<file path="src/hdl/dq_pkg.sv">
`default_nettype none
// ----------------------------------------------------------------------------
// dq_pkg
// Shared types, codes and ring index helpers for the double-ended queue core.
// ----------------------------------------------------------------------------
package dq_pkg;

    localparam int DEPTH = 16;
    localparam int AW    = (DEPTH > 1) ? $clog2(DEPTH) : 1;
    localparam int CW    = $clog2(DEPTH + 1);

    localparam logic [2:0] MODE_DUMP       = 3'd0;
    localparam logic [2:0] MODE_PUSH_FRONT = 3'd1;
    localparam logic [2:0] MODE_PUSH_REAR  = 3'd2;
    localparam logic [2:0] MODE_POP_FRONT  = 3'd3;
    localparam logic [2:0] MODE_POP_REAR   = 3'd4;
    localparam logic [2:0] MODE_EMPTY_TEST = 3'd5;

    localparam logic [1:0] ST_OK    = 2'd0;
    localparam logic [1:0] ST_EMPTY = 2'd1;
    localparam logic [1:0] ST_FULL  = 2'd2;

    typedef struct packed {
        logic [2:0]         mode;
        logic signed [31:0] value;
    } t_dq_in;

    typedef struct packed {
        logic signed [31:0] data;
        logic [1:0]         status;
        logic               is_empty;
        logic               last;
    } t_dq_out;

    typedef enum logic [1:0] {
        S_IDLE,
        S_EXEC,
        S_POP,
        S_DUMP
    } t_dq_state;

    typedef enum logic [1:0] {
        RSEL_FRONT,
        RSEL_REAR,
        RSEL_DUMP
    } t_dq_rsel;

    typedef struct packed {
        logic       ld_cmd;
        logic       rd_en;
        t_dq_rsel   rd_sel;
        logic       idx_inc;
        logic       push_front;
        logic       push_rear;
        logic       pop_front;
        logic       pop_rear;
        logic       emit;
        logic       use_rd;
        logic [1:0] status;
        logic       last;
    } t_dq_ctl;

    typedef struct packed {
        logic [2:0] mode;
        logic       empty;
        logic       full;
        logic       dump_last;
    } t_dq_sts;

    function automatic logic [AW-1:0] dq_wrap_add(input logic [AW-1:0] base,
                                                  input logic [CW-1:0] off);
        logic [CW:0] s;
        s = (CW + 1)'(base) + (CW + 1)'(off);
        if (s >= (CW + 1)'(DEPTH)) begin
            s = s - (CW + 1)'(DEPTH);
        end
        return s[AW-1:0];
    endfunction

    function automatic logic [AW-1:0] dq_wrap_dec(input logic [AW-1:0] base);
        logic [AW-1:0] r;
        if (base == '0) begin
            r = AW'(DEPTH - 1);
        end else begin
            r = base - AW'(1);
        end
        return r;
    endfunction

endpackage
`default_nettype wire

</file>
<file path="src/hdl/dq_ctrl.sv">
`default_nettype none
// ----------------------------------------------------------------------------
// dq_ctrl
// Operation sequencer: decodes the held command and steps the datapath.
// ----------------------------------------------------------------------------
module dq_ctrl (
    input  wire logic            i_clk,
    input  wire logic            i_rst_n,
    input  wire logic            start,
    output logic                 busy,
    input  wire dq_pkg::t_dq_sts i_sts,
    output dq_pkg::t_dq_ctl      o_ctl
);

    dq_pkg::t_dq_state r_state;
    dq_pkg::t_dq_state n_state;

    always_ff @(posedge i_clk) begin
        if (!i_rst_n) begin
            r_state <= dq_pkg::S_IDLE;
        end else begin
            r_state <= n_state;
        end
    end

    assign busy = (r_state != dq_pkg::S_IDLE);

    always_comb begin
        n_state = r_state;
        o_ctl   = '0;
        unique case (r_state)
            dq_pkg::S_IDLE: begin
                if (start) begin
                    o_ctl.ld_cmd = 1'b1;
                    n_state      = dq_pkg::S_EXEC;
                end
            end
            dq_pkg::S_EXEC: begin
                n_state = dq_pkg::S_IDLE;
                unique case (i_sts.mode) inside
                    dq_pkg::MODE_DUMP: begin
                        if (i_sts.empty) begin
                            o_ctl.emit   = 1'b1;
                            o_ctl.status = dq_pkg::ST_EMPTY;
                            o_ctl.last   = 1'b1;
                        end else begin
                            o_ctl.rd_en   = 1'b1;
                            o_ctl.rd_sel  = dq_pkg::RSEL_DUMP;
                            o_ctl.idx_inc = 1'b1;
                            n_state       = dq_pkg::S_DUMP;
                        end
                    end
                    dq_pkg::MODE_PUSH_FRONT, dq_pkg::MODE_PUSH_REAR: begin
                        o_ctl.emit = 1'b1;
                        o_ctl.last = 1'b1;
                        if (i_sts.full) begin
                            o_ctl.status = dq_pkg::ST_FULL;
                        end else begin
                            o_ctl.status     = dq_pkg::ST_OK;
                            o_ctl.push_front = (i_sts.mode == dq_pkg::MODE_PUSH_FRONT);
                            o_ctl.push_rear  = (i_sts.mode == dq_pkg::MODE_PUSH_REAR);
                        end
                    end
                    dq_pkg::MODE_POP_FRONT, dq_pkg::MODE_POP_REAR: begin
                        if (i_sts.empty) begin
                            o_ctl.emit   = 1'b1;
                            o_ctl.status = dq_pkg::ST_EMPTY;
                            o_ctl.last   = 1'b1;
                        end else begin
                            o_ctl.rd_en  = 1'b1;
                            o_ctl.rd_sel = (i_sts.mode == dq_pkg::MODE_POP_FRONT) ?
                                           dq_pkg::RSEL_FRONT : dq_pkg::RSEL_REAR;
                            n_state      = dq_pkg::S_POP;
                        end
                    end
                    dq_pkg::MODE_EMPTY_TEST: begin
                        o_ctl.emit   = 1'b1;
                        o_ctl.status = i_sts.empty ? dq_pkg::ST_EMPTY : dq_pkg::ST_OK;
                        o_ctl.last   = 1'b1;
                    end
                    default: begin
                        o_ctl.emit   = 1'b1;
                        o_ctl.status = dq_pkg::ST_OK;
                        o_ctl.last   = 1'b1;
                    end
                endcase
            end
            dq_pkg::S_POP: begin
                o_ctl.emit      = 1'b1;
                o_ctl.use_rd    = 1'b1;
                o_ctl.status    = dq_pkg::ST_OK;
                o_ctl.last      = 1'b1;
                o_ctl.pop_front = (i_sts.mode == dq_pkg::MODE_POP_FRONT);
                o_ctl.pop_rear  = (i_sts.mode != dq_pkg::MODE_POP_FRONT);
                n_state         = dq_pkg::S_IDLE;
            end
            dq_pkg::S_DUMP: begin
                o_ctl.emit    = 1'b1;
                o_ctl.use_rd  = 1'b1;
                o_ctl.status  = dq_pkg::ST_OK;
                o_ctl.last    = i_sts.dump_last;
                o_ctl.rd_en   = 1'b1;
                o_ctl.rd_sel  = dq_pkg::RSEL_DUMP;
                o_ctl.idx_inc = 1'b1;
                if (i_sts.dump_last) begin
                    n_state = dq_pkg::S_IDLE;
                end
            end
            default: begin
                n_state = dq_pkg::S_IDLE;
            end
        endcase
    end

endmodule
`default_nettype wire

</file>
<file path="src/hdl/dq_dpath.sv">
`default_nettype none
// ----------------------------------------------------------------------------
// dq_dpath
// Ring store, front pointer, occupancy count and result register.
// ----------------------------------------------------------------------------
module dq_dpath (
    input  wire logic            i_clk,
    input  wire logic            i_rst_n,
    input  wire dq_pkg::t_dq_in  i_cmd,
    input  wire dq_pkg::t_dq_ctl i_ctl,
    output dq_pkg::t_dq_sts      o_sts,
    output logic                 o_done,
    output dq_pkg::t_dq_out      o_result
);

    logic signed [31:0]    r_mem [dq_pkg::DEPTH];
    dq_pkg::t_dq_in        r_cmd;
    logic [dq_pkg::AW-1:0] r_front;
    logic [dq_pkg::AW-1:0] n_front;
    logic [dq_pkg::CW-1:0] r_count;
    logic [dq_pkg::CW-1:0] n_count;
    logic [dq_pkg::CW-1:0] r_idx;
    logic signed [31:0]    r_rd_data;
    logic                  r_done;
    dq_pkg::t_dq_out       r_out;
    logic [dq_pkg::AW-1:0] wr_addr;
    logic [dq_pkg::AW-1:0] rd_addr;
    logic                  wr_en;

    assign wr_en = i_ctl.push_front | i_ctl.push_rear;

    always_comb begin
        n_front = r_front;
        n_count = r_count;
        wr_addr = dq_pkg::dq_wrap_add(r_front, r_count);
        if (i_ctl.push_front) begin
            n_front = dq_pkg::dq_wrap_dec(r_front);
            wr_addr = n_front;
            n_count = r_count + dq_pkg::CW'(1);
        end else if (i_ctl.push_rear) begin
            n_count = r_count + dq_pkg::CW'(1);
        end else if (i_ctl.pop_front) begin
            n_front = dq_pkg::dq_wrap_add(r_front, dq_pkg::CW'(1));
            n_count = r_count - dq_pkg::CW'(1);
        end else if (i_ctl.pop_rear) begin
            n_count = r_count - dq_pkg::CW'(1);
        end
    end

    always_comb begin
        case (i_ctl.rd_sel)
            dq_pkg::RSEL_FRONT: rd_addr = r_front;
            dq_pkg::RSEL_REAR:  rd_addr = dq_pkg::dq_wrap_add(r_front,
                                                               r_count - dq_pkg::CW'(1));
            default:            rd_addr = dq_pkg::dq_wrap_add(r_front, r_idx);
        endcase
    end

    always_ff @(posedge i_clk) begin
        if (wr_en) begin
            r_mem[wr_addr] <= r_cmd.value;
        end
        if (i_ctl.rd_en) begin
            r_rd_data <= r_mem[rd_addr];
        end
    end

    always_ff @(posedge i_clk) begin
        if (i_ctl.ld_cmd) begin
            r_cmd <= i_cmd;
        end
        if (i_ctl.emit) begin
            r_out.data     <= i_ctl.use_rd ? r_rd_data : 32'sd0;
            r_out.status   <= i_ctl.status;
            r_out.is_empty <= (n_count == '0);
            r_out.last     <= i_ctl.last;
        end
    end

    always_ff @(posedge i_clk) begin
        if (!i_rst_n) begin
            r_front <= '0;
            r_count <= '0;
            r_idx   <= '0;
            r_done  <= 1'b0;
        end else begin
            r_front <= n_front;
            r_count <= n_count;
            r_done  <= i_ctl.emit;
            if (i_ctl.ld_cmd) begin
                r_idx <= '0;
            end else if (i_ctl.idx_inc) begin
                r_idx <= r_idx + dq_pkg::CW'(1);
            end
        end
    end

    assign o_sts.mode      = r_cmd.mode;
    assign o_sts.empty     = (r_count == '0);
    assign o_sts.full      = (r_count == dq_pkg::CW'(dq_pkg::DEPTH));
    assign o_sts.dump_last = (r_idx == r_count);
    assign o_done          = r_done;
    assign o_result        = r_out;

endmodule
`default_nettype wire

</file>
<file path="src/hdl/double_ended_queue_core.sv">
`default_nettype none
// ----------------------------------------------------------------------------
// double_ended_queue_core
// Double-ended queue of signed 32-bit values held in a 16-entry ring store.
// ----------------------------------------------------------------------------
// Usage:
//   Drive i_cmd (mode, value) and raise start; the command beat is taken on
//   the edge where start is high and busy is low. Modes: dump, push front,
//   push rear, pop front, pop rear, empty test.
//   Each result beat appears on o_result for one cycle with o_done high and
//   must be captured then; the receiver has no way to stall the block.
//   Push, empty test and refused ops emit one result beat from the execute
//   state. A pop reads the ring store into a read register in the execute
//   state and emits from the pop state. A dump of N elements gives N results,
//   one per cycle, last set on the final one. No new command beat is taken
//   until the sequencer is idle again.
//   The rate is set by the single registered read port of the ring store and
//   the one-command-at-a-time sequencer.
//   Reset (i_rst_n low, synchronous) empties the queue and returns the
//   sequencer to idle; ring contents are left as they are.
// ----------------------------------------------------------------------------
module double_ended_queue_core (
    input  wire logic           i_clk,
    input  wire logic           i_rst_n,
    input  wire logic           start,
    output logic                busy,
    input  wire dq_pkg::t_dq_in i_cmd,
    output logic                o_done,
    output dq_pkg::t_dq_out     o_result
);

    dq_pkg::t_dq_ctl ctl;
    dq_pkg::t_dq_sts sts;

    dq_ctrl u_ctrl (
        .i_clk   (i_clk),
        .i_rst_n (i_rst_n),
        .start   (start),
        .busy    (busy),
        .i_sts   (sts),
        .o_ctl   (ctl)
    );

    dq_dpath u_dpath (
        .i_clk    (i_clk),
        .i_rst_n  (i_rst_n),
        .i_cmd    (i_cmd),
        .i_ctl    (ctl),
        .o_sts    (sts),
        .o_done   (o_done),
        .o_result (o_result)
    );

endmodule
`default_nettype wire

</file>
<file path="config.mk">
export PLATFORM = sky130hd
export DESIGN_NAME = double_ended_queue_core
export DESIGN_NICKNAME = d
export VERILOG_FILES = /design/src/hdl/dq_pkg.sv /design/src/hdl/dq_ctrl.sv /design/src/hdl/dq_dpath.sv /design/src/hdl/double_ended_queue_core.sv
export SDC_FILE = /design/constraint.sdc
export NUM_CORES = 1
export LEC_CHECK = 0
export ABC_AREA = 1
export BUFFER_PORTS_ARGS = -buffer_cell sky130_fd_sc_hd__buf_2
export CAP_MARGIN = 20
export CORE_MARGIN = 5
export CORE_UTILIZATION = 45
export CTS_CLUSTER_SIZE = 10
export DETAILED_ROUTE_END_ITERATION = 12
export GPL_ROUTABILITY_DRIVEN = 0
export PLACE_DENSITY = 0.65
export SYNTH_ARGS = -nofsm -noshare
export SYNTH_HDL_FRONTEND = slang
export SYNTH_SLANG_ARGS = --single-unit
</file>
<file path="constraint.sdc">
create_clock -name i_clk -period 3.14 [get_ports i_clk]
set_input_delay 0.785 -clock i_clk [delete_from_list [all_inputs] [get_ports i_clk]]
set_output_delay 0.785 -clock i_clk [all_outputs]
set_load 0.05 [all_outputs]
</file>
==> results.py <==
metrics = {
    "outcome": {
        "status": "finished clean",
    },
    "final_layout": {
        "seq_area_um2": 18800,
        "area_growth_pct": 16.1,
        "post-route-util": 0.526,
        "nFillCells": 5106,
        "multi_input_area_um2": 5970,
        "drive_above_1_share": 0.114,
        "nNetsFinal": 2723,
    },
    "power_and_ir_drop": {
        "seq_power_share": 0.535,
        "power_per_cell_area_nw_per_um2": 561,
        "p_clk_frac": 0.425,
        "p_leak_uw": 0.0134,
        "power.internal_uw": 13900,
        "switching_share": 0.215,
        "power.share.combinational": 0.040,
        "irDropWorstVdd_mv": 0.389,
        "switchingPower_uw": 3820,
    },
    "sta": {
        "max_clock_freq_mhz": 334,
        "worst_pin_slew_ns": 0.646,
        "finClkSkew_ns": 0.0221,
        "finalCritPeriodShare": 0.953,
        "min_period_ns": 2.99,
        "hold_viol_final": 0,
        "finalSetupTns_ns": 0,
        "relSlewSlack": 0.569,
        "maxSlewViolCount": 0,
        "finalSetupViolations": 0,
        "setup_slack_ns": 0.148,
    },
    "setup_path": {
        "crit_cells": 10,
        "cp_slowest_stage_delay_ns": 0.57,
        "rr_worst_depth": 10,
        "cp_cell_sequence": "inv_1 > ha_1 > nand2_1 > nand3_1 > o21ai_0 > nor2_1 > a21oi_1 > nand2_1 > nor2_4 > buf_4",
        "crit_required_ns": 3.42,
        "crit_top_cell": "nand2_1",
        "criticalPathCategory": "reg -> reg",
        "crit_path_end_kind": "flop",
        "cp.arrival_ns": 3.27,
        "cp_max_fo": 14,
        "path_buf_inv": 2,
        "cp_slowest_cell": "dfxtp_1",
        "cp-start-kind": "flop",
        "cp_top_family": "simple AND/OR/NAND/NOR gates",
    },
    "synth": {
        "synth-xor-area-share": 0.00547,
        "synth_cell_types": 35,
        "ys_warn_count": 0,
        "synth_top_family_by_area": "simple AND/OR/NAND/NOR gates",
        "synth_common_cells": "615 x edfxtp_1, 564 x nand2_1, 554 x inv_1",
        "synth-seq-area-share": 0.691,
        "synth-main-ff-cell": "edfxtp_1",
        "synth_edf_count": 615,
        "synth_adder_area_share": 0.00745,
        "syn_nets": 2585,
        "muxShareOfSynthArea": 0,
        "yosys-top-cells-area": "edfxtp_1 68%, nand3_1 9.1%, nand2_1 7.8%",
        "synth_area_per_cell_um2": 10.8,
        "synth_top_cell_by_area": "edfxtp_1",
        "yosysMostFrequentCell": "edfxtp_1",
        "synth-compound-area-share": 0.00832,
        "ys_seq_elements": 632,
        "synth_top_area_frac": 0.678,
        "ys_async_sr_fraction": 0,
        "netlist_area_um2": 27200,
        "synth-simple-area-share": 0.189,
        "synthCells": 2532,
    },
    "die": {
        "rows": 90,
        "fp.dieArea_um2": 65500,
        "die_w_um": 256,
        "die_y_um": 256,
        "ios": 76,
        "start_util": 0.453,
        "core_um2": 60100,
    },
    "global_route": {
        "antenna_found_initial": 1,
        "grt_max_degree": 60,
        "overflow": 0,
        "grt_pass1_wl_um": 104000,
        "grt_pass1_vias": 17500,
        "grt_usage": 0.204,
    },
    "route": {
        "firstDrtPassIters": 6,
        "wl_um": 69100,
        "postRouteAntennaNets": 0,
        "drc": 0,
        "vias_per_cell": 5.24,
        "drt_iter0_markers": 1927,
        "wire_per_inst_um": 19.9,
        "num_vias": 18200,
    },
    "clock_network": {
        "clk_latency_ns": 0.61,
        "cts.sinks": 632,
        "htree_levels": 3,
        "clockBufferDepth": 3,
        "cts_made_buffers": 74,
        "clk_pin_slew_ns": 0.06,
        "tritoncts": "built",
        "postCtsHoldBufs": 0,
        "clk_root_buffer_cell": "clkbuf_16",
    },
    "placed_design": {
        "dp_slack_ns": 0.0943,
        "io_buffer_count": 75,
        "hpwl_um": 37600,
    },
    "worst_hold_path": {
        "min_path_cells": 1,
        "worstHoldPathType": "in -> reg",
    },
    "job": {
        "maxCapViolations": 0,
    },
}
-- layout make-up --
type | count | share of cell area
sequential | 632 | 0.595
tap | 782 | 0.0310
antenna | 1 | 0.0000792
clock inverter | 9 | 0.00253
timing repair buffer | 175 | 0.0544
clock buffer | 93 | 0.0618
multi-input combinational | 1229 | 0.189
inverter | 558 | 0.0663
-- stage by stage --
| stage | instance area [um2] | hold slack [ns] | cells | power, uW |
|---|---|---|---|---|
| finish | 31600 | 0.346 | 3479 | 17700 |
| global route | 31600 | 0.328 | 3479 | 18300 |
| CTS | 31300 | 0.311 | 3459 | 17900 |
| detailed placement | 29300 | 0.486 | 3357 | 10400 |
| global placement | 29300 | 0.462 | 3357 | 10300 |
| floorplan | 27200 | 0.443 | 2532 | 10100 |
-- layer usage --
metal / wire, um / part of all wire / up-vias / global-route usage
met3: 5360 / 0.077 / 148 / 0.0329
met1: 28900 / 0.42 / 8787 / 0.282
met2: 32900 / 0.48 / 782 / 0.330
li1: - / - / 8501 / -
met4: 1950 / 0.028 / 0 / 0.0714
met5: 0 / 0 / - / 0
-- worst paths after layout --
| path | startpoint | slack (ns) | end |
|---|---|---|---|
| worst max-delay path | u_dpath.r_front[0] | 0.15 | u_dpath.r_mem[11][11] |
| worst min-delay path | i_cmd[2] | 0.35 | u_dpath.r_cmd[2] |
| worst max register to register | u_dpath.r_front[0] | 0.15 | u_dpath.r_mem[11][11] |
| worst min register to register | u_dpath.r_idx[4] | 0.49 | u_dpath.r_idx[4] |
-- power by group through the flow --
stage / logic (uW) / clock network [uW] / registers (uW)
after floorplan: 357 / 0 / 9690
after global placement: 673 / 0 / 9660
after detailed placement: 685 / 0 / 9670
after CTS: 688 / 7700 / 9500
after global routing: 776 / 8060 / 9510
final: 709 / 7540 / 9500
-- state kept, by name (all words and copies together), names as in the netlist --
| signal | count |
|---|---|
| u_dpath.r_idx | 5 |
| u_ctrl.r_state | 2 |
| u_dpath.o_done | 1 |
| u_dpath.o_result | 36 |
| u_dpath.o_sts | 3 |
| u_dpath.r_mem | 512 |
| u_dpath.r_cmd | 32 |
| u_dpath.r_front | 4 |
| u_dpath.r_count | 5 |
| u_dpath.r_rd_data | 32 |
-- kinds of logic after synthesis --
family | after synthesis
adders and majority gates | 15
buffers and inverters | 674
AOI/OAI and AO/OA | 41
DFF | 632
xor gates and xnor gates | 17
and+or+nand+nor | 1153
-- cells in the final DEF (no fill, tap or decap), types with 4 or more instances in the layout --
cell type,instances
nand4_1,5
xnor2_1,6
nor3_1,4
inv_1,550
buf_12,40
nand3b_1,32
nand2_4,5
a21oi_1,13
clkbuf_1,17
inv_2,8
edfxtp_1,615
ha_1,11
o21ai_1,4
nand2_1,560
nor2_1,24
inv_6,4
nor2_4,18
xor2_1,11
buf_2,75
dfxtp_1,15
nand3_1,496
buf_4,54
clkbuf_16,80
o21ai_0,11
-- repair_timing --
| item | in CTS | in global routing |
|---|---|---|
| setup endpoints to repair | 0 | 124 |
| setup buffers | 0 | 11 |
| endpoints found under the hold margin | 0 | 0 |
| gates resized for setup | 0 | 16 |
(Power assumes the default switching activity.)
